### src/hw/rtl/ilte_pkg.sv
// shared types and constants of the indexed list table engine
`timescale 1ns / 1ps

package ilte_pkg;

  localparam int DEPTH_DEF   = 32;
  localparam int DATA_W      = 32;
  localparam int POS_W       = 6;
  localparam int ACT_W       = 4;
  localparam int ST_W        = 2;
  localparam int CNT_OUT_W   = 6;
  localparam int IN_TDATA_W  = 48;
  localparam int OUT_TDATA_W = 48;

  typedef enum logic [ACT_W-1:0] {
    ACT_APPEND     = 4'd0,
    ACT_PUSH_FRONT = 4'd1,
    ACT_INSERT     = 4'd2,
    ACT_REMOVE     = 4'd3,
    ACT_SET        = 4'd4,
    ACT_GET        = 4'd5,
    ACT_FRONT      = 4'd6,
    ACT_BACK       = 4'd7,
    ACT_FIND       = 4'd8,
    ACT_ROT_RIGHT  = 4'd9,
    ACT_ROT_LEFT   = 4'd10
  } act_t;

  typedef enum logic [ST_W-1:0] {
    STS_OK    = 2'd0,
    STS_RANGE = 2'd1,
    STS_FULL  = 2'd2,
    STS_MISS  = 2'd3
  } status_t;

  typedef enum logic [1:0] {
    ST_IDLE,
    ST_SCAN,
    ST_DONE
  } ctrl_state_t;

  // command broadcast to every cell
  typedef struct packed {
    logic shr;       // take left neighbor above the shift point
    logic shl;       // take right neighbor from the shift point up
    logic wr;        // write the word at the write index
    logic load;      // load the probe chain from the entries
    logic by_index;  // probe marks the index instead of a matching value
  } cell_ctl_t;

endpackage

### src/hw/rtl/ilte_cell.sv
// one list entry with its shift path and probe stage
`timescale 1ns / 1ps

module ilte_cell #(
  parameter int IW  = 5,
  parameter int CW  = 6,
  parameter int IDX = 0
) (
  input  logic                         clk,
  input  ilte_pkg::cell_ctl_t          ctl,
  input  logic [IW-1:0]                at,
  input  logic [IW-1:0]                wat,
  input  logic [IW-1:0]                midx,
  input  logic [ilte_pkg::DATA_W-1:0]  cell_word,
  input  logic [CW-1:0]                count,
  input  logic [ilte_pkg::DATA_W-1:0]  prev_data,
  input  logic [ilte_pkg::DATA_W-1:0]  next_data,
  input  logic [ilte_pkg::DATA_W-1:0]  next_pd,
  input  logic                         next_pm,
  output logic [ilte_pkg::DATA_W-1:0]  data,
  output logic [ilte_pkg::DATA_W-1:0]  pd,
  output logic                         pm
);

  localparam logic [IW-1:0] MY_IDX = IW'(IDX);
  localparam logic [CW-1:0] MY_CNT = CW'(IDX);

  logic [ilte_pkg::DATA_W-1:0] data_r, data_nxt;
  logic [ilte_pkg::DATA_W-1:0] pd_r, pd_nxt;
  logic                        pm_r, pm_nxt;

  always_comb begin
    priority if (ctl.wr && (wat == MY_IDX)) begin
      data_nxt = cell_word;
    end else if (ctl.shr && (MY_IDX > at)) begin
      data_nxt = prev_data;
    end else if (ctl.shl && (MY_IDX >= at)) begin
      data_nxt = next_data;
    end else begin
      data_nxt = data_r;
    end
  end

  always_comb begin
    if (ctl.load) begin
      pd_nxt = data_r;
      pm_nxt = ctl.by_index ? (midx == MY_IDX)
                            : ((data_r == cell_word) && (MY_CNT < count));
    end else begin
      pd_nxt = next_pd;
      pm_nxt = next_pm;
    end
  end

  always_ff @(posedge clk) begin
    data_r <= data_nxt;
    pd_r   <= pd_nxt;
    pm_r   <= pm_nxt;
  end

  assign data = data_r;
  assign pd   = pd_r;
  assign pm   = pm_r;

endmodule

### config.mk
export PLATFORM = sky130hd
export DESIGN_NAME = ilte_cell
export DESIGN_NICKNAME = d
export VERILOG_FILES = /design/src/hw/rtl/ilte_pkg.sv /design/src/hw/rtl/ilte_cell.sv
export SDC_FILE = /design/constraint.sdc
export NUM_CORES = 1
export LEC_CHECK = 0
export ABC_AREA = 1
export BUFFER_PORTS_ARGS = -buffer_cell sky130_fd_sc_hd__buf_2
export CORE_UTILIZATION = 35
export CTS_CLUSTER_SIZE = 24
export DETAILED_ROUTE_END_ITERATION = 10
export PLACE_DENSITY = 0.78
export REMOVE_ABC_BUFFERS = 1
export SLEW_MARGIN = 15
export SYNTH_ARGS = -nofsm -noshare
export SYNTH_HDL_FRONTEND = slang
export SYNTH_SLANG_ARGS = --single-unit
export TNS_END_PERCENT = 100
### constraint.sdc
create_clock -name clk -period 5.6 [get_ports clk]
set_input_delay 1.4 -clock clk [delete_from_list [all_inputs] [get_ports clk]]
set_output_delay 1.4 -clock clk [all_outputs]
set_load 0.05 [all_outputs]
Word level (Yosys, flattened, before mapping):

Cells that the tools add are included.

* register bits after elaboration: 65
* logic and storage cells: 20
* output and inout port bits: 65

* muxes and demuxes: 6
* equality and inequality tests: 1
* reductions and logical operators: 7
* magnitude comparators: 3

Operators by type and width (count)
* $mux 32: 4
* $eq 32x32->1: 1
* $logic_not 5->1: 2
* $lt 1x6->1 const A: 1
* $ge 1x5->1 const A: 1
* $gt 1x5->1 const A: 1
* $logic_and 1x1->1: 4
* $reduce_bool 3->1: 1
* $mux 1: 2

Longest topological paths before layout:

Gate-level depths: netlist of the first run.

* word-level depth: 5
* depth in mapped cells: 10
* depth with buffers taken out: 10

Least setup slack after synthesis of the first run:

No wires, ideal clock.

* path kind: input -> register
* from: input at[3]
* to: register data_r (netlist bit data[0]) (enable)
* path slack: 1.140 ns
* data arrival time: 3.990 ns
* stages on the path: 3
* buffers on the path: 0
* library setup time: 0.470 ns
* cell sequence: nor2_1 > nand3b_1 > o31ai_1

* cells in the longest elaborated chain, start to end: 3

RTL lines
* from (decl): line ilte_cell.sv:11 `input logic [IW-1:0] at,`
* $gt 1x5->1 / $ge 1x5->1 (equally long branches): line ilte_cell.sv:35, ilte_cell.sv:37
* $logic_and 1x1->1, on equally long branches: line ilte_cell.sv:35, ilte_cell.sv:37
* $reduce_bool 3->1 (no line) (*)
* to (signal assigned): line ilte_cell.sv:56 `data_r <= data_nxt;`
* to (decl): line ilte_cell.sv:28 `logic [ilte_pkg::DATA_W-1:0] data_r, data_nxt;`

Mark *: on every way between the ends. The rest lies on a longest branch, timed or not.
A chain may end at the register's enable or synchronous reset.

Worst setup path in the final report of the first run:

* from: input wat[1]
* to: register data_r (netlist bit data[17]) (enable)

* cells in the longest elaborated chain, start to end: 3

RTL lines
* from (decl): line ilte_cell.sv:12 `input logic [IW-1:0] wat,`
* $logic_not 5->1: line ilte_cell.sv:33 `priority if (ctl.wr && (wat == MY_IDX)) begin`
* $logic_and 1x1->1: line ilte_cell.sv:33
* $reduce_bool 3->1 (no line)

Every way passes these cells.

==> reports/qor.yml, run 1 <==
status: "complete, no violations"
grt_usage_pct: 17.3
min_to: "pd[4]$_DFF_P_"
worst_r2r_endpoint: "pm$_DFF_P_"
synth_seq_cells: 65
pwr-share-comb_pct: 19.9
slew_viol_final: 0
grt_antenna_before_repair: 0
io_pins: 221
grt_pass1_vias: 2968
clock_latency_ps: 330
max_cap_violations: 0
die_width_um: 97.0
post-synth-top-area-cell: "edfxtp_1"
powerDensity_mw_per_mm2: 248
seqPwrFrac_pct: 49.3
switching_share_pct: 29.8
num_vias: 3011
critPathLaunchType: "input pin"
drc: 0
first_pass_iters: 4
required_ps: 5570
synth.avg_cell_area_um2: 8.48
worst_pin_slew_ps: 795
wirelength_mm: 8.06
netlist.area_leader.share_pct: 30.5
finalPower_mw: 1.07
synth_commonest_cells: "nand2_1, inv_1, nor2_1, dfxtp_1, edfxtp_1"
fill_cells: 825
h-tree-depth: 3
nets: 716
r2r_cells: 7
avgViaCountPerCell: 4.47
clkSinkCount: 65
place.gp.congestion: 0.798
power.leakage_nw: 2.31
num_rows: 34
cp_max_fo: 65
cts_hold_buffers: 0
clk_path_buf_depth: 2
numCtsBuffers: 9
cp.arrival_ps: 2850
die_h_um: 97.0
synth-edff-count: 32
timing_hold_violations_final: 0
path_clk_slew_ps: 70
clockPowerShare_pct: 30.9
drtAntennaViolNets: 0
clock_skew_ps: 13.3
end_kind: "flip-flop"
first_iter_violations: 80
grt_start_max_net_pins: 66
ys.flop_type: "dfxtp_1"
ys_warn_count: 0
min_period_ps: 2880
syn_area_mm2: 0.00316
hold_class: "flip-flop to flip-flop"
start_util_pct: 36.2
dp_cells: 657
holdPathStages: 1
hold_ws_ps: 555
synthArstFlopShare_pct: 0
rr_startpoint: "data[18]$_DFFE_PP_"
syn_inst: 372
rsz0062_at_grt: "false"
drive_gt1_share_pct: 42.5
io_buffer_count: 187
diodes: 0
ys_types: 22
area_growth_pct: 36.9
hpwl_mm: 6.16
ys_seq_area_share_pct: 51.4
synth_area_leaders: "edfxtp_1, dfxtp_1, nand2_1"
stdcell_count: 673
overflow: 0
yosysMostFrequentCell: "nand2_1"
critical_path_class: "input pin to flip-flop"
cts_tree: "yes"
wl_per_cell_um: 12.0
cts_root_buf: "clkbuf_8"
rrSetupSlack_ps: 4310
internal_power_mw: 0.753
fmax_mhz: 348
cts-resized-gates: 0
core_area_mm2: 0.00872
fin_setup_tns_ps: 0
fin_crit_sh_pct: 51.4
relSlewSlack_pct: 47.0
p_sw_mw: 0.319
dieArea_mm2: 0.00940
worstHoldStart: "data[4]$_DFFE_PP_"
postCtsSetupRepairBufs: 0
setup_violations: 0
grt_pass1_wl_mm: 13.0
ir_drop_mv: 0.119
## sequential cells by signal, indices dropped and copies added, names as in the netlist
name	cells
data	32
pd	32
pm	1
## worst max-delay path: stages
cell      delay (ps)
buf_2            100
nor4_1           290
nand3b_1         100
buf_4            380
o31ai_4          130
buf_4            420
## cells in the final DEF (no fill, tap or decap), types with 3 or more instances in the layout
cell type / Yosys / layout
buf_2: 4 / 187
nand2_1: 102 / 102
inv_1: 65 / 65
nor2_1: 37 / 37
dfxtp_1: 33 / 33
edfxtp_1: 32 / 32
o21ai_2: 23 / 23
a21oi_1: 22 / 22
mux2_2: 12 / 12
o21ai_1: 9 / 9
clkbuf_8: 0 / 9
xnor2_1: 8 / 8
clkinv_2: 0 / 4
nand3b_1: 3 / 3
xor2_1: 3 / 3
clkbuf_1: 3 / 3
buf_4: 0 / 3
## power by group through the flow
stage | Combinational [mW] | Clock, mW | Sequential, mW
after floorplan | 0.0570 | 0 | 0.612
after global placement | 0.209 | 0 | 0.538
after detailed placement | 0.214 | 0 | 0.539
after CTS | 0.214 | 0.348 | 0.528
after global routing | 0.230 | 0.367 | 0.530
final | 0.213 | 0.331 | 0.528
## cell type report
type	count	area (um2)	area share, %
repair buffers	190	958	22.2
clock inverters	4	20.0	0.463
multi-input cells	229	1200	27.9
inverters	65	244	5.65
flip-flops and latches	65	1620	37.5
well taps	108	135	3.13
clock buffers	12	135	3.13
## routing by layer
metal,share of wire [%],vias to the layer above,GRT usage [%]
met5,0,-,0
met2,52,119,31.7
met4,1.2,0,6.08
met3,6.0,10,3.54
li1,-,1537,-
met1,41,1345,19.8
## how the worst max path moves through the flow
stage	endpoint	cells after the start	startpoint	slack (ps)
floorplan	data[0]$_DFFE_PP_	3	wat[1]	260
global placement	data[24]$_DFFE_PP_	6	wat[1]	2420
detailed placement	data[19]$_DFFE_PP_	6	wat[1]	2350
CTS	data[24]$_DFFE_PP_	6	wat[1]	2710
global route	data[24]$_DFFE_PP_	6	wat[1]	2640
finish	data[17]$_DFFE_PP_	6	wat[1]	2720
## metrics by stage
stage | instance area (um2) | utilization (%) | setup WS [ps]
2_1_floorplan | 3060 | - | 261
3_3_place_gp | 4160 | 47.7 | 2420
3_5_place_dp | 4160 | 47.7 | 2350
4_1_cts | 4320 | 49.5 | 2710
5_1_grt | 4320 | 49.5 | 2640
6_report | 4320 | 49.5 | 2720
## cells by family after synthesis
kind of cell           synth area share, %
AND/OR/NAND/NOR                       18.7
buffers and inverters                 10.9
flip-flops                            51.4
AO/OA/AOI/OAI                         11.7
multiplexers                          4.28
XOR/XNOR                              3.05
Note: power is estimated with default switching activity, not from simulation.
==> run 2: changes to the inputs <==
- PLACE_DENSITY: 0.78 -> 0.81
- clock period: 5.6 -> 2.4 ns (I/O delays scaled with it)
==> run 2 against run 1 <==
Effect of this change:
- first-iteration DRC count shrank 2.5%
- die area is the same
- combinational power grew 140%
- non-clock buffer count grew 5
- worst setup slack lost 2000 ps
- routed wire length grew 1.7%
- sequential cell count is the same
- critical endpoint is now data[20]$_DFFE_PP_
- highest routed layer unchanged
==> reports/qor.yml, run 2 (synthesized netlist as in run 1, its figures left out) <==
status: "complete, no violations"
core_area_mm2: 0.00872
cts_root_buf: "clkbuf_8"
layout_commonest_cell: "buf_2"
critPathTopFamily: "simple AND/OR/NAND/NOR gates"
fill_cells: 841
power.leakage_nw: 2.33
die_width_um: 97.0
cp_max_fo: 38
grt_start_max_net_pins: 39
wirelength_mm: 8.20
path_clk_slew_ps: 70
grt_pass1_vias: 2964
design_area_mm2: 0.00436
wl_per_cell_um: 12.1
fin_crit_sh_pct: 70.4
grt_pass1_wl_mm: 13.2
h-tree-depth: 3
cp.arrival_ps: 1760
seq_area_mm2: 0.00162
num_rows: 34
dp_slack_ps: 338
fin_setup_tns_ps: 0
critical_path_class: "input pin to flip-flop"
cp_slowest_cell: "buf_4"
placed_area_mm2: 0.00420
worst_path_largest_cell_delay_ps: 350
drc: 0
cts_tree: "yes"
timing_hold_violations_final: 0
grt_usage_pct: 17.5
layout_common_cells: "buf_2, nand2_1, inv_1, nor2_1, dfxtp_1"
cts_hold_buffers: 0
setup_violations: 0
die_h_um: 97.0
hpwl_mm: 6.50
grt_antenna_before_repair: 0
powerDensity_mw_per_mm2: 575
dp_cells: 662
first_pass_iters: 4
avgViaCountPerCell: 4.47
min_period_ps: 1690
nets: 721
crit_buf_inv: 2
hold_class: "input pin to flip-flop"
clk_path_buf_depth: 2
dieArea_mm2: 0.00940
clock_latency_ps: 330
drtAntennaViolNets: 0
required_ps: 2470
cts-resized-gates: 0
area_growth_pct: 38.1
start_util_pct: 36.2
fmax_mhz: 592
finalPower_mw: 2.51
multi_input_area_mm2: 0.00120
io_pins: 221
diodes: 0
hold_ws_ps: 493
io_buffer_count: 187
clkSinkCount: 65
numCtsBuffers: 9
place.gp.congestion: 0.820
end_kind: "flip-flop"
first_iter_violations: 78
ir_drop_mv: 0.350
overflow: 0
num_vias: 3029
relSlewSlack_pct: 70.0
worst_pin_slew_ps: 450
setup_ws_ps: 710
final_core_util_pct: 50.0
stdcell_count: 678
max_cap_violations: 0
drive_gt1_share_pct: 43.0
path_cells: "buf_2, nor4_1, nand3b_1, buf_4, nand2_1, o21ai_2"
postCtsSetupRepairBufs: 0
critPathLaunchType: "input pin"
rsz0062_at_grt: "false"
clock_skew_ps: 11.8
slew_viol_final: 0
run 2: worst paths after layout:
| kind | startpoint | to | slack, ps | depth (start not counted) |
|---|---|---|---|---|
| max reg2reg | data[31]$_DFFE_PP_ | pm$_DFF_P_ | 1140 | 10 |
| min reg2reg | data[4]$_DFFE_PP_ | pd[4]$_DFF_P_ | 560 | 1 |
| min | next_pd[26] | pd[26]$_DFF_P_ | 490 | 2 |
| max | wat[1] | data[20]$_DFFE_PP_ | 710 | 6 |
run 2: where the power goes:
part / switching, mW / internal (mW)
sequential: 0.0176 / 1.21
clock: 0.404 / 0.369
combinational: 0.325 / 0.177
run 2: area by class of cell:
class / instances / area share, %
flip-flops and latches: 65 / 37.2
multi-input cells: 229 / 27.7
repair buffers: 195 / 22.9
inverters: 65 / 5.60
clock buffers: 12 / 3.10
well taps: 108 / 3.10
clock inverters: 4 / 0.460
run 2: layer usage:
metal,part of all wire (%),wire [um],global-route usage [%],vias up
met5,0,0,0,-
met4,0.79,65,4.82,0
met3,6.1,504,4.77,6
met2,51,4200,31.7,116
met1,42,3440,20.1,1362
li1,-,-,-,1545
==> run 3: changes to the inputs <==
- clock period: 2.4 -> 1.45 ns (I/O delays scaled with it)
==> run 3 against run 2 <==
Effect of this change:
- register-to-register slack got worse by 950 ps
- worst hold slack got worse by 240 ps
- die area did not move
- clock power rose by 72%
- routed wire length fell by 0.32%
- core utilization rose by 0.82 points
- combinational power rose by 68%
- clock-buffer cell count rose by 3
==> reports/qor.yml, run 3 (synthesized netlist as in run 1, its figures left out) <==
status: "complete, no violations"
clock_skew_ps: 12.2
start_util_pct: 36.2
cp_max_fo: 3
die_width_um: 97.0
path_clk_slew_ps: 70
wl_per_cell_um: 12.1
layout_commonest_cell: "buf_2"
slew_viol_final: 0
ir_drop_mv: 0.459
die_h_um: 97.0
min_to: "pd[24]$_DFF_P_"
nets: 721
holdPathStages: 2
clockPowerShare_pct: 31.5
finalPower_mw: 4.21
timing_hold_violations_final: 0
num_vias: 3065
internal_power_mw: 2.98
cts_root_buf: "clkbuf_8"
pwr-share-comb_pct: 20.0
grt_pass1_vias: 3007
diodes: 0
drive_gt1_share_pct: 42.6
max_cap_violations: 0
grt_pass1_wl_mm: 13.4
powerDensity_mw_per_mm2: 951
fin_crit_sh_pct: 95.3
clock_latency_ps: 330
critPathTopFamily: "flip-flops"
grt_start_max_net_pins: 30
fill_cells: 824
top_layer: "met4"
power.leakage_nw: 2.35
grt_antenna_before_repair: 0
numCtsBuffers: 9
critPathLaunchType: "flip-flop"
area_growth_pct: 40.3
clkSinkCount: 65
min_period_ps: 1380
end_kind: "output port"
design_area_mm2: 0.00443
r2r_cells: 9
p_sw_mw: 1.23
hold_ws_ps: 255
place.gp.congestion: 0.778
crit_buf_inv: 1
rrSetupSlack_ps: 190
placed_area_mm2: 0.00426
dp_cells: 662
stdcell_count: 678
postCtsSetupRepairBufs: 0
worstHoldStart: "next_pd[24]"
first_pass_iters: 4
grt_usage_pct: 17.7
wirelength_mm: 8.18
dp_slack_ps: -225
seqPwrFrac_pct: 48.5
clk_path_buf_depth: 2
required_ps: 1090
critical_path_class: "flip-flop to output port"
fmax_mhz: 724
worst_pin_slew_ps: 355
drtAntennaViolNets: 0
first_iter_violations: 66
cts_tree: "yes"
wl_met1_mm: 3.41
worst_r2r_endpoint: "pm$_DFF_P_"
layout_common_cells: "buf_2, nand2_1, inv_1, nor2_1, dfxtp_1"
worst_path_largest_cell_delay_ps: 400
rr_startpoint: "data[10]$_DFFE_PP_"
h-tree-depth: 3
setup_ws_ps: 68.3
setup_violations: 0
num_rows: 34
relSlewSlack_pct: 76.3
cp_slowest_cell: "edfxtp_1"
rsz0062_at_grt: "false"
hold_class: "input pin to flip-flop"
switching_share_pct: 29.2
routed-wl-met2_mm: 4.19
avgViaCountPerCell: 4.52
path_cells: "buf_2"
overflow: 0
io_pins: 221
drc: 0
core_area_mm2: 0.00872
cp.arrival_ps: 1020
io_buffer_count: 187
hpwl_mm: 6.60
dieArea_mm2: 0.00940
routed-wl-met3_um: 483
[run 3: changes by cell type in the layout (fill, tap and decap cells not counted), sizes merged]
cell	before	now
clkinv	4	1
buf	195	194
clkbuf	12	16
[run 3: what timing repair did]
| item | 4_1_cts | 5_1_grt |
|---|---|---|
| hold buffers | 0 | 0 |
| resized for setup | 0 | 1 |
| setup endpoints to repair | 0 | 1 |
[run 3: cell type report]
class | instances | area, um2 | share of cell area (%)
sequential | 65 | 1620 | 36.6
multi-input combinational | 229 | 1200 | 27.2
timing repair buffer | 195 | 1060 | 24.0
inverter | 65 | 244 | 5.51
clock buffer | 15 | 156 | 3.53
tap | 108 | 135 | 3.05
clock inverter | 1 | 5.00 | 0.113
[run 3: worst max-delay path by stage]
stage	start	end	slack (ps)	depth (start not counted)
finish	data[8]$_DFFE_PP_	data[8]	70	1
detailed placement	wat[1]	data[24]$_DFFE_PP_	-220	6
global placement	wat[1]	data[24]$_DFFE_PP_	-190	6
global route	data[18]$_DFFE_PP_	pm$_DFF_P_	4	7
floorplan	wat[1]	data[0]$_DFFE_PP_	-2850	3
CTS	data[1]$_DFFE_PP_	data[1]	50	1
[run 3: per-layer routing]
metal / track usage [%] / up-vias
li1: - / 1547
met1: 20.0 / 1392
met2: 32.0 / 114
met3: 4.70 / 12
met4: 5.86 / 0
met5: 0 / -
[run 3: per-stage QoR]
stage          util [%]  setup TNS (ps)
6_report           50.8               0
5_1_grt            50.8               0
4_1_cts            50.7               0
3_5_place_dp       48.9          -11260
3_3_place_gp       48.9           -9220
2_1_floorplan         -         -133950
[run 3: power by group through the flow]
stage / Sequential (mW) / Combinational [mW] / Clock [mW]
after CTS: 2.04 / 0.847 / 1.38
after global placement: 2.08 / 0.825 / 0
after floorplan: 2.37 / 0.220 / 0
after detailed placement: 2.08 / 0.846 / 0
after global routing: 2.05 / 0.909 / 1.46
final: 2.04 / 0.842 / 1.33
