[src/hw/rtl/ilte_pkg.sv]
// shared types and constants of the indexed list table engine
`timescale 1ns / 1ps

package ilte_pkg;

  localparam int DEPTH_DEF   = 32;
  localparam int DATA_W      = 32;
  localparam int POS_W       = 6;
  localparam int ACT_W       = 4;
  localparam int ST_W        = 2;
  localparam int CNT_OUT_W   = 6;
  localparam int IN_TDATA_W  = 48;
  localparam int OUT_TDATA_W = 48;

  typedef enum logic [ACT_W-1:0] {
    ACT_APPEND     = 4'd0,
    ACT_PUSH_FRONT = 4'd1,
    ACT_INSERT     = 4'd2,
    ACT_REMOVE     = 4'd3,
    ACT_SET        = 4'd4,
    ACT_GET        = 4'd5,
    ACT_FRONT      = 4'd6,
    ACT_BACK       = 4'd7,
    ACT_FIND       = 4'd8,
    ACT_ROT_RIGHT  = 4'd9,
    ACT_ROT_LEFT   = 4'd10
  } act_t;

  typedef enum logic [ST_W-1:0] {
    STS_OK    = 2'd0,
    STS_RANGE = 2'd1,
    STS_FULL  = 2'd2,
    STS_MISS  = 2'd3
  } status_t;

  typedef enum logic [1:0] {
    ST_IDLE,
    ST_SCAN,
    ST_DONE
  } ctrl_state_t;

  // command broadcast to every cell
  typedef struct packed {
    logic shr;       // take left neighbor above the shift point
    logic shl;       // take right neighbor from the shift point up
    logic wr;        // write the word at the write index
    logic load;      // load the probe chain from the entries
    logic by_index;  // probe marks the index instead of a matching value
  } cell_ctl_t;

endpackage

[src/hw/rtl/ilte_ctrl.sv]
// sequencer: decodes actions, drives the cell row, scans the probe chain
`timescale 1ns / 1ps

module ilte_ctrl #(
  parameter int DEPTH = ilte_pkg::DEPTH_DEF,
  parameter int IW    = $clog2(DEPTH),
  parameter int CW    = $clog2(DEPTH + 1)
) (
  input  logic                             clk,
  input  logic                             rst_n,
  input  logic                             in_tvalid,
  output logic                             in_tready,
  input  logic [ilte_pkg::IN_TDATA_W-1:0]  in_tdata,
  output logic                             out_tvalid,
  input  logic                             out_tready,
  output logic [ilte_pkg::OUT_TDATA_W-1:0] out_tdata,
  output ilte_pkg::cell_ctl_t              ctl,
  output logic [IW-1:0]                    at,
  output logic [IW-1:0]                    wat,
  output logic [IW-1:0]                    midx,
  output logic [ilte_pkg::DATA_W-1:0]      cell_word,
  output logic [CW-1:0]                    count,
  input  logic [ilte_pkg::DATA_W-1:0]      head_data,
  input  logic [ilte_pkg::DATA_W-1:0]      probe_d,
  input  logic                             probe_m
);

  localparam int CMPW = (CW > ilte_pkg::POS_W) ? CW : ilte_pkg::POS_W;
  localparam logic [CW-1:0] FULL_CNT = CW'(DEPTH);
  localparam int OUT_PAD = ilte_pkg::OUT_TDATA_W - ilte_pkg::DATA_W - ilte_pkg::POS_W
                           - ilte_pkg::ST_W - ilte_pkg::CNT_OUT_W;

  ilte_pkg::ctrl_state_t state_r, state_nxt;
  logic [CW-1:0]         count_r, count_nxt;
  logic [IW-1:0]         k_r, k_nxt;
  logic [IW-1:0]         lim_r, lim_nxt;
  ilte_pkg::act_t        act_r, act_nxt;
  logic [ilte_pkg::DATA_W-1:0] res_rd_r, res_rd_nxt;
  logic [ilte_pkg::POS_W-1:0]  res_fp_r, res_fp_nxt;
  ilte_pkg::status_t     res_st_r, res_st_nxt;
  logic                  out_valid_r, out_valid_nxt;
  logic [ilte_pkg::OUT_TDATA_W-1:0] out_data_r, out_data_nxt;

  ilte_pkg::act_t              in_act;
  logic [ilte_pkg::POS_W-1:0]  in_pos;
  logic [ilte_pkg::DATA_W-1:0] in_word;
  logic [CMPW-1:0]             pos_x, cnt_x;
  logic [CW-1:0]               cnt_m1;
  logic                        full, empty, slot_free;

  assign in_act  = ilte_pkg::act_t'(in_tdata[ilte_pkg::ACT_W-1:0]);
  assign in_pos  = in_tdata[ilte_pkg::ACT_W +: ilte_pkg::POS_W];
  assign in_word = in_tdata[ilte_pkg::ACT_W + ilte_pkg::POS_W +: ilte_pkg::DATA_W];
  assign pos_x   = CMPW'(in_pos);
  assign cnt_x   = CMPW'(count_r);
  assign cnt_m1  = count_r - CW'(1);
  assign full    = (count_r == FULL_CNT);
  assign empty   = (count_r == '0);
  assign slot_free = !out_valid_r || out_tready;

  always_comb begin
    state_nxt  = state_r;
    count_nxt  = count_r;
    k_nxt      = k_r;
    lim_nxt    = lim_r;
    act_nxt    = act_r;
    res_rd_nxt = res_rd_r;
    res_fp_nxt = res_fp_r;
    res_st_nxt = res_st_r;
    ctl        = '0;
    at         = '0;
    wat        = '0;
    midx       = '0;
    cell_word  = in_word;
    in_tready  = 1'b0;

    unique case (state_r)
      ilte_pkg::ST_IDLE: begin
        in_tready = 1'b1;
        if (in_tvalid) begin
          act_nxt    = in_act;
          res_rd_nxt = '0;
          res_fp_nxt = '0;
          res_st_nxt = ilte_pkg::STS_OK;
          k_nxt      = '0;
          lim_nxt    = IW'(cnt_m1);
          state_nxt  = ilte_pkg::ST_DONE;
          unique case (in_act)
            ilte_pkg::ACT_APPEND: begin
              if (full) begin
                res_st_nxt = ilte_pkg::STS_FULL;
              end else begin
                ctl.wr    = 1'b1;
                wat       = IW'(count_r);
                count_nxt = count_r + CW'(1);
              end
            end
            ilte_pkg::ACT_PUSH_FRONT: begin
              if (full) begin
                res_st_nxt = ilte_pkg::STS_FULL;
              end else begin
                ctl.shr   = 1'b1;
                ctl.wr    = 1'b1;
                count_nxt = count_r + CW'(1);
              end
            end
            ilte_pkg::ACT_INSERT: begin
              if (pos_x > cnt_x) begin
                res_st_nxt = ilte_pkg::STS_RANGE;
              end else if (full) begin
                res_st_nxt = ilte_pkg::STS_FULL;
              end else begin
                ctl.shr   = 1'b1;
                ctl.wr    = 1'b1;
                at        = IW'(in_pos);
                wat       = IW'(in_pos);
                count_nxt = count_r + CW'(1);
              end
            end
            ilte_pkg::ACT_REMOVE: begin
              if (pos_x >= cnt_x) begin
                res_st_nxt = ilte_pkg::STS_RANGE;
              end else begin
                ctl.shl      = 1'b1;
                at           = IW'(in_pos);
                ctl.load     = 1'b1;
                ctl.by_index = 1'b1;
                midx         = IW'(in_pos);
                count_nxt    = cnt_m1;
                state_nxt    = ilte_pkg::ST_SCAN;
              end
            end
            ilte_pkg::ACT_SET: begin
              if (pos_x >= cnt_x) begin
                res_st_nxt = ilte_pkg::STS_RANGE;
              end else begin
                ctl.wr = 1'b1;
                wat    = IW'(in_pos);
              end
            end
            ilte_pkg::ACT_GET: begin
              if (pos_x >= cnt_x) begin
                res_st_nxt = ilte_pkg::STS_RANGE;
              end else begin
                ctl.load     = 1'b1;
                ctl.by_index = 1'b1;
                midx         = IW'(in_pos);
                state_nxt    = ilte_pkg::ST_SCAN;
              end
            end
            ilte_pkg::ACT_FRONT: begin
              if (empty) begin
                res_st_nxt = ilte_pkg::STS_RANGE;
              end else begin
                res_rd_nxt = head_data;
              end
            end
            ilte_pkg::ACT_BACK, ilte_pkg::ACT_ROT_RIGHT: begin
              if (empty) begin
                if (in_act == ilte_pkg::ACT_BACK) begin
                  res_st_nxt = ilte_pkg::STS_RANGE;
                end
              end else begin
                ctl.load     = 1'b1;
                ctl.by_index = 1'b1;
                midx         = IW'(cnt_m1);
                state_nxt    = ilte_pkg::ST_SCAN;
              end
            end
            ilte_pkg::ACT_FIND: begin
              if (empty) begin
                res_st_nxt = ilte_pkg::STS_MISS;
              end else begin
                ctl.load  = 1'b1;
                state_nxt = ilte_pkg::ST_SCAN;
              end
            end
            ilte_pkg::ACT_ROT_LEFT: begin
              if (!empty) begin
                ctl.shl   = 1'b1;
                ctl.wr    = 1'b1;
                wat       = IW'(cnt_m1);
                cell_word = head_data;
              end
            end
            default: begin
            end
          endcase
        end
      end

      ilte_pkg::ST_SCAN: begin
        // probe head shows entry k_r
        if (probe_m) begin
          res_st_nxt = ilte_pkg::STS_OK;
          if (act_r == ilte_pkg::ACT_GET || act_r == ilte_pkg::ACT_REMOVE ||
              act_r == ilte_pkg::ACT_BACK) begin
            res_rd_nxt = probe_d;
          end
          if (act_r == ilte_pkg::ACT_FIND) begin
            res_fp_nxt = ilte_pkg::POS_W'(k_r);
          end
          if (act_r == ilte_pkg::ACT_ROT_RIGHT) begin
            ctl.shr   = 1'b1;
            ctl.wr    = 1'b1;
            cell_word = probe_d;
          end
          state_nxt = ilte_pkg::ST_DONE;
        end else if (k_r == lim_r) begin
          res_st_nxt = ilte_pkg::STS_MISS;
          state_nxt  = ilte_pkg::ST_DONE;
        end else begin
          k_nxt = k_r + IW'(1);
        end
      end

      ilte_pkg::ST_DONE: begin
        if (slot_free) begin
          state_nxt = ilte_pkg::ST_IDLE;
        end
      end

      default: begin
        state_nxt = ilte_pkg::ST_IDLE;
      end
    endcase
  end

  always_comb begin
    out_valid_nxt = out_valid_r && !out_tready;
    out_data_nxt  = out_data_r;
    if (state_r == ilte_pkg::ST_DONE && slot_free) begin
      out_valid_nxt = 1'b1;
      out_data_nxt  = {{OUT_PAD{1'b0}}, ilte_pkg::CNT_OUT_W'(count_r), res_st_r,
                       res_fp_r, res_rd_r};
    end
  end

  always_ff @(posedge clk) begin
    if (!rst_n) begin
      state_r     <= ilte_pkg::ST_IDLE;
      count_r     <= '0;
      out_valid_r <= 1'b0;
    end else begin
      state_r     <= state_nxt;
      count_r     <= count_nxt;
      out_valid_r <= out_valid_nxt;
    end
  end

  always_ff @(posedge clk) begin
    k_r        <= k_nxt;
    lim_r      <= lim_nxt;
    act_r      <= act_nxt;
    res_rd_r   <= res_rd_nxt;
    res_fp_r   <= res_fp_nxt;
    res_st_r   <= res_st_nxt;
    out_data_r <= out_data_nxt;
  end

  assign out_tvalid = out_valid_r;
  assign out_tdata  = out_data_r;
  assign count      = count_r;

endmodule
[config.mk]
export PLATFORM = sky130hd
export DESIGN_NAME = ilte_ctrl
export DESIGN_NICKNAME = d
export VERILOG_FILES = /design/src/hw/rtl/ilte_pkg.sv /design/src/hw/rtl/ilte_ctrl.sv
export SDC_FILE = /design/constraint.sdc
export NUM_CORES = 1
export LEC_CHECK = 0
export ABC_AREA = 1
export BUFFER_PORTS_ARGS = -buffer_cell sky130_fd_sc_hd__buf_2
export CAP_MARGIN = 30
export CORE_UTILIZATION = 51
export CTS_CLUSTER_DIAMETER = 60
export CTS_CLUSTER_SIZE = 20
export DETAILED_ROUTE_END_ITERATION = 8
export PLACE_DENSITY_LB_ADDON = 0.12
export SLEW_MARGIN = 20
export SYNTH_ARGS = -nofsm -noshare
export SYNTH_HDL_FRONTEND = slang
export SYNTH_SLANG_ARGS = --single-unit
export TNS_END_PERCENT = 30
[constraint.sdc]
create_clock -name clk -period 5.9 [get_ports clk]
set_input_delay 0.295 -clock clk [delete_from_list [all_inputs] [get_ports clk]]
set_output_delay 0.295 -clock clk [all_outputs]
set_load 0.02 [all_outputs]
**Yosys cells after proc, flatten, opt, wreduce, memory -nomap -nowiden**

Index checks and enable logic that the tools add are counted.

- Flip-flop bits (word level): 109
- Output and inout port bits: 108
- Input bits: 117
- Word-level logic and storage cells: 146

- Reductions and logical operators: 24
- Magnitude comparators: 2
- Equality and inequality tests: 29
- Muxes and demuxes: 78
- Add/sub/neg operators: 3

Operators with widths:

| cell | number |
|---|---|
| 32-bit 2-to-1 mux | 10 |
| 32-bit case mux with 2 select lines | 2 |
| 5-bit 2-to-1 mux | 15 |
| 6-bit 2-to-1 mux | 6 |
| 2-bit 2-to-1 mux | 15 |
| 5-bit case mux with 2 select lines | 3 |
| 4-bit by 3-bit equality test with 1-bit output (second input constant) | 6 |
| 4-bit equality test (second input constant) | 5 |
| 5-bit case mux with 4 select lines | 1 |
| 2-bit != test (second input constant) | 9 |
| 6-bit case mux with 3 select lines | 1 |
| 1-bit 2-to-1 mux | 13 |
| 4-bit by 2-bit equality test with 1-bit output (second input constant) | 3 |
| 2-bit case mux with 6 select lines | 1 |
| 6-bit case mux with 2 select lines | 1 |
| 4-bit AND reduction | 3 |
| 1-bit case mux with 2 select lines | 5 |
| 2-bit case mux with 2 select lines | 2 |
| 6-bit by 1-bit adder with 6-bit output (second input constant) | 1 |
| 6-bit equality test (second input constant) | 1 |
| 6-bit greater-or-equal comparator | 1 |
| 6-bit > comparator | 1 |
| 6-bit zero test | 1 |
| 2-bit case mux with 3 select lines | 1 |
| 21 further kinds | 29 |

**Longest topological paths before layout**

Gate-level depths: netlist of run 1.

- Word-level depth: 6
- Mapped depth: 16
- Depth with buffers taken out: 15

**Worst setup path after synthesis of run 1**

No wires, ideal clock.

- Kind: flip-flop to flip-flop
- Start point: register state_r[1]
- End point: register out_data_r (netlist bit out_tdata[0]) (enable)
- Clock period less this slack: 4,301 ps
- Data required time: 5,397 ps
- Stages on the path, launching flop included: 4
- Buffers on the path: 1
- Arrival: 3,798 ps
- Path slack: 1,599 ps
- Setup time: 503 ps
- Cells stage by stage: dfxtp_1 > inv_2 > buf_1 > nor3_1

- Cells in the longest elaborated chain, start to end: 2

Ends and longest elaborated chain:

| element | RTL line | text |
|---|---|---|
| from (decl) | ilte_ctrl.sv:33 | `ilte_pkg::ctrl_state_t state_r, state_nxt;` |
| from (signal assigned) | ilte_ctrl.sv:241 | `state_r <= ilte_pkg::ST_IDLE;` |
| from (signal assigned) | ilte_ctrl.sv:245 | `state_r <= state_nxt;` |
| 2-bit equality test | ilte_ctrl.sv:232 | `if (state_r == ilte_pkg::ST_DONE && slot_free) begin` |
| 1-bit logical AND | ilte_ctrl.sv:232 |  |
| to (signal assigned) | ilte_ctrl.sv:258 | `out_data_r <= out_data_nxt;` |
| to (decl) | ilte_ctrl.sv:42 | `logic [ilte_pkg::OUT_TDATA_W-1:0] out_data_r, out_data_nxt;` |

Every way passes these cells.
A chain may end at the register's enable or synchronous reset.

**Worst setup path after layout of run 1**

- Start point: register count_r[0], in the netlist count[0]
- End point: output port cell_word[30] in the netlist's numbering

- Cells in the longest elaborated chain, start to end: 5

Ends and longest elaborated chain:

| element | RTL line | text |
|---|---|---|
| from (decl) | ilte_ctrl.sv:34 | `logic [CW-1:0] count_r, count_nxt;` |
| from (signal assigned) | ilte_ctrl.sv:246 | `count_r <= count_nxt;` |
| 6-bit zero test | ilte_ctrl.sv:58 | `assign empty = (count_r == '0);` |
| 32-bit 2-to-1 mux | ilte_ctrl.sv:179 | `if (!empty) begin` |
| 32-bit 2-to-1 mux | ilte_ctrl.sv:88 | `unique case (in_act)` |
| 32-bit 2-to-1 mux | ilte_ctrl.sv:80 | `if (in_tvalid) begin` |
| 32-bit case mux with 2 select lines | ilte_ctrl.sv:77 | `unique case (state_r)` |
| to (decl) | ilte_ctrl.sv:21 | `output logic [ilte_pkg::DATA_W-1:0] cell_word,` |

Every way passes these cells.

==> results of run 1 <==
## state kept, by name, summed over array words and instances, names as in the netlist
signal	count
act_r	4
count	6
k_r	5
lim_r	5
out_tdata	45
out_tvalid	1
res_fp_r	5
res_rd_r	32
res_st_r	2
state_r	2
## metal layers
layer  vias up  share of wire
met3        27          0.075
met1      2795           0.42
met5         -              0
met2       267           0.48
li1       2991              -
met4         0          0.024
## report_power, final
group	switching, mW	internal, mW	leakage [nW]
combinational	0.560	0.245	2.48
clock	0.285	0.294	0.134
sequential	0.0368	0.985	1.01
## worst max-delay path by stage
stage          startpoint       endpoint  slack, ns  cells past startpoint
4_1_cts          count[0]  cell_word[30]       2.07                     12
6_report         count[0]  cell_word[30]       2.50                     13
3_5_place_dp     count[0]  cell_word[30]       2.49                     12
3_3_place_gp     count[0]  cell_word[30]       2.47                     12
2_1_floorplan  state_r[1]   out_tdata[0]       1.60                      3
5_1_grt          count[0]         wat[4]       2.29                     13
## kinds of logic after synthesis
family / Yosys count / synth area share
simple gates: 316 / 0.220
compound gates: 187 / 0.163
other cells: 1 / 0.000595
fa+ha+maj: 9 / 0.0179
xor+xnor: 10 / 0.0139
buf+inv: 134 / 0.0895
flops: 107 / 0.495
## through the flow
step                instances  hold slack, ns
finish                   1116           0.180
global route             1115           0.168
CTS                      1113           0.170
detailed placement       1097           0.405
global placement         1096           0.400
floorplan                 766           0.394
## area by class of cell
| class | count | area (um^2) | share of cell area |
|---|---|---|---|
| clock inverters | 7 | 63.8 | 0.00820 |
| repair buffers | 226 | 1180 | 0.152 |
| inverters | 94 | 365 | 0.0469 |
| diodes | 1 | 2.50 | 0.000322 |
| well taps | 147 | 184 | 0.0236 |
| clock buffers | 9 | 225 | 0.0289 |
| flip-flops and latches | 107 | 3120 | 0.401 |
| multi-input cells | 525 | 2640 | 0.339 |
## worst max-delay path: stages (launching register included)
cell and delay (ns):
dfxtp_1 0.38, inv_1 0.25, ha_1 0.28, nand3_2 0.11, nor2_2 0.16, nand2_2 0.22
buf_12 0.26, nand2_4 0.38, inv_1 0.15, nand2_1 0.13, a21oi_1 0.07, o21ai_0 0.08
nand3_1 0.10, buf_2 0.17
## cells in the final DEF (no fill, tap or decap), types with 2 or more instances in the layout
| cell | count |
|---|---|
| inv_4 | 3 |
| nand2_2 | 5 |
| nor2_4 | 2 |
| nor3b_1 | 4 |
| o21ai_1 | 27 |
| nor3_2 | 2 |
| xor2_1 | 8 |
| dfxtp_1 | 9 |
| nor3_1 | 10 |
| clkbuf_16 | 9 |
| inv_1 | 81 |
| inv_2 | 9 |
| buf_2 | 215 |
| nor2_2 | 4 |
| a31oi_1 | 5 |
| nor2_1 | 83 |
| nand4_1 | 9 |
| a32oi_1 | 3 |
| o21ai_0 | 49 |
| a21oi_1 | 62 |
| buf_12 | 2 |
| nand3_1 | 31 |
| ha_1 | 9 |
| nor2_8 | 2 |
| xnor2_1 | 2 |
| nand2_1 | 160 |
| o22ai_1 | 32 |
| inv_6 | 2 |
| buf_4 | 9 |
| clkinvlp_4 | 2 |
| edfxtp_1 | 98 |
| conb_1 | 3 |
==> impl_metrics.csv, run 1 <==
group,metric,value,unit
status,status,"finished clean",
timing,rsz0062_at_grt,"no",
placement,dpl_cell_area,7450,um^2
detailed_routing,drc_errors,0,
detailed_routing,via_count,6080,
global_route,met2_usage,0.461,
placement,dp.final_hpwl,12300,um
yosys,syn_inst,764,
clocking,clock-sinks,107,
global_route,grt_max_degree,65,
clocking,holdBufCountCts,0,
floorplan,core,12000,um^2
detailed_routing,drt_first_iter_violations,624,
timing,slew_viol_final,0,
worst_setup_path,crit_fanout,35,
placement,numPortBuffers,215,
yosys,ys_top_cells_by_area,"edfxtp_1 (47%), nand2_1 (9.5%), nor2_1 (4.9%), a21oi_1 (4.9%), inv_1 (4.8%)",
worst_setup_path,r2r-start,"state_r[0]",
hold_path,holdCritStartpoint,"in_tdata[0]",
yosys,async_flop_share,0,
clocking,cts_buffers,9,
global_route,grt_busiest_layer,"met2",
yosys,syn_area_per_cell,8.25,um^2
global_route,met3_usage,0.0584,
timing,fin_crit_sh,0.576,
timing,slew_headroom,0.418,
detailed_routing,drt_pass1_iterations,5,
placement,place_ws,2.49,ns
clocking,clkTransAtPathRegs,0.08,ns
detailed_routing,viasPerCell,5.45,
clocking,clock_latency,0.36,ns
placement,routabilityCongestion,0.882,
hold_path,hold-path-endpoint,"act_r[0]",
finish,layout.nets,1089,
yosys,yosys_warnings,0,
yosys,yosysTopAreaCell,"edfxtp_1",
floorplan,initial_core_util,0.525,
power,max-vdd-ir-drop,0.000228,V
timing,finalHoldViolCount,0,
clocking,cts.path.max_buffers,2,
worst_setup_path,path_class,"reg2out",
timing,layout_setup_ws,2.50,ns
yosys,ys_seq_area_frac,0.495,
clocking,cts_tree,"done",
detailed_routing,wl_per_cell,15.6,um
global_route,antenna_found_initial,1,
yosys,synthDominantCellAreaShare,0.467,
yosys,ys_seq_elements,107,
floorplan,die_area,12800,um^2
finish,final_area,7780,um^2
floorplan,ioPinCount,225,
worst_setup_path,crit_path_end_kind,"output pin",
timing,period_needed,3.40,ns
clocking,cts_resized,0,
timing,tightest_slew,0.873,ns
clocking,htreeDepth,3,
global_route,use_met1,0.352,
worst_setup_path,rr_worst_depth,8,
finish,fill_cells,1084,
yosys,ys_types,44,
finish,area_growth_syn_to_layout,23.4,%
clocking,cts_root_buffer,"clkbuf_16",
detailed_routing,antenna_left,0,
floorplan,fp-row-count,40,
power,power.leakage,3.62,nW
yosys,synthMostInstantiatedCell,"nand2_1",
timing,fmax,295,MHz
worst_setup_path,setup.worst_path.start_class,"flop",
hold_path,hold_class,"in2reg",
finish,drive_above_1_share,0.285,
yosys,yosys_most_used_dff,"edfxtp_1",
floorplan,die_x,113,um
yosys,netlist_area,6310,um^2
flow_run,cap_violations,0,
detailed_routing,wl,17400,um
timing,setup_violations,0,
global_route,overflow,0,
clocking,cts_setup_buffers,0,
hold_path,hold_path_depth,1,
timing,skew,0.0143,ns
worst_setup_path,cp.required,5.61,ns
yosys,ys_top_cells_by_count,"nand2_1 (160), edfxtp_1 (98), nor2_1 (83)",
worst_setup_path,worst_ep_arrival_time,3.10,ns
global_route,grt_pass1_wl,27500,um
power,power_per_cell_area,309,nW/um^2
global_route,first_global_vias,5615,
power,power,2.41,mW
global_route,grt_use_total,0.276,
worst_setup_path,rrSetupSlack,2.90,ns
yosys,synth_edf_count,98,
worst_setup_path,rr_endpoint,"res_rd_r[23]",
timing,tns,0,ns
finish,final_util,0.648,
floorplan,die_h,113,um
Note: power is estimated with default switching activity, not from simulation.
==> run 2, diff against run 1 <==
clock period = 3.2 ns   (was 5.9 ns; I/O delays follow)
==> run 2 against run 1 <==
- worst hold slack lost 0.12 ns
- routed wire length shrank 0.49%
- cell area grew 0.14%
- worst setup slack lost 2.2 ns
- combinational power grew 83%
- sequential share of layout area shrank 0.058 points
- count of clock-buffer cells in the layout is the same
- critical path type unchanged
- critical endpoint is now wat[4]
- largest cell class unchanged
==> impl_metrics.csv, run 2 (synthesis results as in run 1) <==
group,metric,value,unit
status,status,"finished clean",
placement,dp.final_hpwl,12400,um
global_route,grt_pass1_wl,27200,um
timing,fin_crit_sh,0.891,
finish,multi_input_area,2640,um^2
detailed_routing,viasPerCell,5.39,
power,max-vdd-ir-drop,0.000260,V
power,power,4.48,mW
clocking,clock-sinks,107,
clocking,cts_resized,0,
floorplan,die_x,113,um
timing,slew_viol_final,0,
timing,fmax,351,MHz
worst_setup_path,crit_path_end_kind,"output pin",
worst_setup_path,worst_ep_arrival_time,2.69,ns
global_route,overflow,0,
floorplan,initial_core_util,0.525,
timing,period_needed,2.85,ns
global_route,grt_max_degree,64,
worst_setup_path,rrSetupSlack,0.96,ns
detailed_routing,drt_first_iter_violations,513,
finish,largest_register_ffs,45,
clocking,clock_latency,0.34,ns
worst_setup_path,path_class,"reg2out",
detailed_routing,via_count,6025,
clocking,cts_tree,"done",
timing,skew,0.0132,ns
finish,ff_latch_area,3120,um^2
timing,tns,0,ns
hold_path,hold_class,"in2reg",
clocking,cts_buffers,9,
detailed_routing,drc_errors,0,
floorplan,ioPinCount,225,
finish,final_util,0.649,
floorplan,die_h,113,um
clocking,holdBufCountCts,0,
global_route,first_global_vias,5440,
finish,final_cells,1117,
detailed_routing,wl,17300,um
detailed_routing,wl_per_cell,15.5,um
finish,layout.nets,1090,
clocking,clkTransAtPathRegs,0.07,ns
clocking,cts.path.max_buffers,2,
placement,dp_cells,1100,
worst_setup_path,setup.worst_path.start_class,"flop",
power,power.leakage,3.64,nW
power,power_per_cell_area,574,nW/um^2
finish,drive_above_1_share,0.287,
timing,finalHoldViolCount,0,
timing,rsz0062_at_grt,"no",
finish,final_common_cell,"buf_2",
clocking,cts_setup_buffers,0,
global_route,antenna_found_initial,1,
timing,tightest_slew,0.680,ns
timing,setup_violations,0,
floorplan,die_area,12800,um^2
flow_run,cap_violations,0,
placement,routabilityCongestion,0.915,
worst_setup_path,crit_fanout,35,
detailed_routing,antenna_left,0,
finish,fill_cells,1081,
finish,area_growth_syn_to_layout,23.6,%
clocking,cts_root_buffer,"clkbuf_16",
global_route,grt_use_total,0.273,
floorplan,fp-row-count,40,
detailed_routing,drt_pass1_iterations,5,
worst_setup_path,cp.required,3.04,ns
clocking,htreeDepth,3,
timing,slew_headroom,0.541,
placement,place_ws,0.708,ns
finish,layout_common_cells,"buf_2 (215), nand2_1 (160), edfxtp_1 (98), nor2_1 (83), inv_1 (80)",
placement,numPortBuffers,215,
timing,layout_setup_ws,0.350,ns
floorplan,core,12000,um^2
==> run 2: cell types whose count changed in the layout (fill, tap and decap cells not counted), sizes merged <==
cell      delta
clkinvlp     -2
buf          +1
inv          -1
bufinv       +1
clkinv       +2
==> run 2: cell type report <==
| cell class | count | share of cell area |
|---|---|---|
| repair buffers | 227 | 0.150 |
| diodes | 1 | 0.000321 |
| flip-flops and latches | 107 | 0.401 |
| clock buffers | 9 | 0.0289 |
| multi-input cells | 525 | 0.339 |
| inverters | 94 | 0.0469 |
| clock inverters | 7 | 0.0111 |
| well taps | 147 | 0.0236 |
==> run 2: report_power, final <==
group	leakage, nW	switching (mW)	total [mW]	internal (mW)
sequential	1.01	0.0703	1.89	1.82
clock	0.153	0.504	1.12	0.620
combinational	2.47	1.02	1.47	0.442
total	3.64	1.60	4.48	2.88
==> run 2: stage by stage <==
| step | hold slack, ns | area, um^2 |
|---|---|---|
| after floorplan | 0.259 | 6320 |
| after global placement | 0.394 | 7480 |
| after detailed placement | 0.395 | 7480 |
| after CTS | 0.0474 | 7790 |
| after global routing | 0.0619 | 7790 |
| final | 0.0564 | 7790 |
==> run 2: path summary, 6_finish.rpt <==
| path | startpoint | endpoint | cells past startpoint |
|---|---|---|---|
| min | in_tdata[0] | act_r[0] | 1 |
| max | count[1] | wat[4] | 12 |
| min reg2reg | res_rd_r[12] | out_tdata[12] | 0 |
| max reg2reg | state_r[0] | res_rd_r[26] | 7 |
==> run 2: metal layers <==
metal	vias up	GRT usage	part of all wire	wire length (um)
li1	2990	-	-	-
met1	2713	0.361	0.43	7390
met2	292	0.461	0.47	8230
met3	30	0.0493	0.080	1390
met4	0	0.0789	0.019	329
met5	-	0	0	0
==> run 2: critical path: stages (launching register included) <==
cell	delay, ns
dfxtp_1	0.39
inv_1	0.13
ha_1	0.22
nand3_2	0.11
nor2_2	0.14
nand2_2	0.22
nand2_4	0.42
inv_1	0.15
a21oi_1	0.15
nand3_1	0.12
nand3_1	0.09
inv_1	0.04
buf_2	0.15
==> run 3, diff against run 2 <==
--- a/config.mk
+++ b/config.mk
@@ -10,3 +10,3 @@
 export CAP_MARGIN = 30
-export CORE_UTILIZATION = 51
+export CORE_UTILIZATION = 30
 export CTS_CLUSTER_DIAMETER = 60
==> constraint.sdc (replaced) <==
create_clock -name clk -period 3.03 [get_ports clk]
set_input_delay 0.4545 -clock clk [delete_from_list [all_inputs] [get_ports clk]]
set_output_delay 0.4545 -clock clk [all_outputs]
set_load 0.02 [all_outputs]
==> run 3 against run 2 <==
- power up 6.5%
- via count is 1.5% lower
- worst hold slack gained 0.28 ns
- cell area rose by 3.3%
- sequential share of layout area is 1.2 points lower
- register-to-register slack got worse by 0.23 ns
- sequential power rose by 5%
- combinational power is 10% higher
- worst setup slack lost 0.18 ns
- cell count rose by 12%
- largest power group unchanged
- highest routed layer is now met5
==> impl_metrics.csv, run 3 (synthesis results as in run 1) <==
group,metric,value,unit
status,status,"finished clean",
timing,period_needed,2.86,ns
detailed_routing,via_count,5935,
detailed_routing,drc_errors,0,
floorplan,die_area,21600,um^2
placement,dp.final_hpwl,14400,um
timing,tns,0,ns
timing,hold_ws,0.339,ns
worst_setup_path,crit_fanout,27,
timing,finalHoldViolCount,0,
global_route,overflow,0,
clocking,cts.path.max_buffers,2,
timing,skew,0.0127,ns
finish,final_area,8050,um^2
clocking,holdBufCountCts,0,
clocking,cts_buffers,9,
power,max-vdd-ir-drop,0.000333,V
finish,area_growth_syn_to_layout,27.6,%
finish,final_common_cell,"buf_2",
detailed_routing,drt_pass1_iterations,4,
detailed_routing,wl,20600,um
global_route,antenna_found_initial,2,
placement,numPortBuffers,215,
global_route,first_global_vias,5388,
hold_path,holdCritStartpoint,"in_tdata[2]",
timing,layout_setup_ws,0.171,ns
floorplan,fp-row-count,52,
clocking,htreeDepth,3,
floorplan,die_x,147,um
worst_setup_path,cp-startpoint,"count[1]",
finish,drive_above_1_share,0.298,
worst_setup_path,crit_path_end_kind,"output pin",
worst_setup_path,cp.required,2.58,ns
finish,layout_common_cells,"buf_2 (215), nand2_1 (159), edfxtp_1 (98), nor2_1 (83), inv_1 (80)",
worst_setup_path,rrSetupSlack,0.73,ns
floorplan,initial_core_util,0.309,
floorplan,die_h,147,um
power,power.leakage,3.68,nW
timing,setup_violations,0,
timing,rsz0062_at_grt,"no",
timing,fmax,350,MHz
global_route,grt_max_degree,49,
timing,fin_crit_sh,0.943,
worst_setup_path,r2r-start,"state_r[1]",
finish,layout.nets,1098,
detailed_routing,antenna_left,0,
power,power,4.77,mW
timing,slew_headroom,0.553,
placement,dpl_cell_area,7710,um^2
timing,tightest_slew,0.670,ns
clocking,cts_tree,"done",
detailed_routing,wl_met1,9500,um
detailed_routing,viasPerCell,4.76,
placement,routabilityCongestion,0.794,
clocking,clkTransAtPathRegs,0.08,ns
power,power_per_cell_area,593,nW/um^2
flow_run,cap_violations,0,
worst_setup_path,path_class,"reg2out",
detailed_routing,wl_per_cell,16.5,um
global_route,grt_pass1_wl,30700,um
timing,slew_viol_final,0,
worst_setup_path,setup.worst_path.start_class,"flop",
finish,largest_register_ffs,45,
detailed_routing,dr_wl_met3,1070,um
worst_setup_path,worst_ep_arrival_time,2.40,ns
clocking,clock_latency,0.36,ns
detailed_routing,drt_first_iter_violations,351,
detailed_routing,dr_wl_met2,9800,um
clocking,clock-sinks,107,
detailed_routing,top_layer_used,"met5",
floorplan,core,20400,um^2
floorplan,ioPinCount,225,
hold_path,hold_class,"in2reg",
clocking,cts_setup_buffers,0,
clocking,cts_root_buffer,"clkbuf_16",
placement,place_ws,0.340,ns
global_route,grt_use_total,0.185,
-- run 3: changes by cell type in the layout (fill, tap and decap cells not counted), sizes merged --
cell	before	now
buf	227	234
nand2	166	167
clkinv	5	4
inv	95	97
bufinv	1	0
-- run 3: routing by layer --
layer	GRT usage	vias to the layer above
li1	-	3009
met1	0.250	2750
met2	0.300	161
met3	0.0401	13
met4	0.0495	2
met5	0	-
-- run 3: layout make-up --
class | count | area [um^2]
clock inverters | 7 | 66.3
inverters | 94 | 365
diodes | 1 | 2.50
repair buffers | 234 | 1250
clock buffers | 9 | 225
well taps | 270 | 338
fillers | 2214 | 12400
flip-flops and latches | 107 | 3130
multi-input cells | 526 | 2670
-- run 3: path summary, 6_finish.rpt --
path,depth (start not counted),to
max,11,cell_word[22]
min,1,act_r[2]
max reg2reg,8,res_rd_r[13]
min reg2reg,0,out_tdata[7]
-- run 3: power breakdown --
part / internal (mW) / switching (mW)
Sequential: 1.92 / 0.0700
Combinational: 0.489 / 1.13
Clock: 0.578 / 0.580
-- run 3: what timing repair did --
action                                  CTS  global route
gates cloned                              0             1
gates resized for setup                   3             6
endpoints found under the hold margin     0             0
endpoints found under the setup margin    4            34
-- run 3: metrics by stage --
step                 util  cells
floorplan               -    766
global placement    0.377   1230
detailed placement  0.377   1230
CTS                 0.393   1246
global route        0.394   1248
finish              0.394   1248
-- run 3: worst max-delay path: stages (launching register included) --
cell and delay, ns:
dfxtp_2 0.40, inv_1 0.09, ha_1 0.23, nand3_2 0.10, nor2_2 0.06, nand2_2 0.19
buf_8 0.25, nand2_1 0.10, nor3_1 0.14, nor2_1 0.07, a31oi_1 0.18, buf_2 0.21
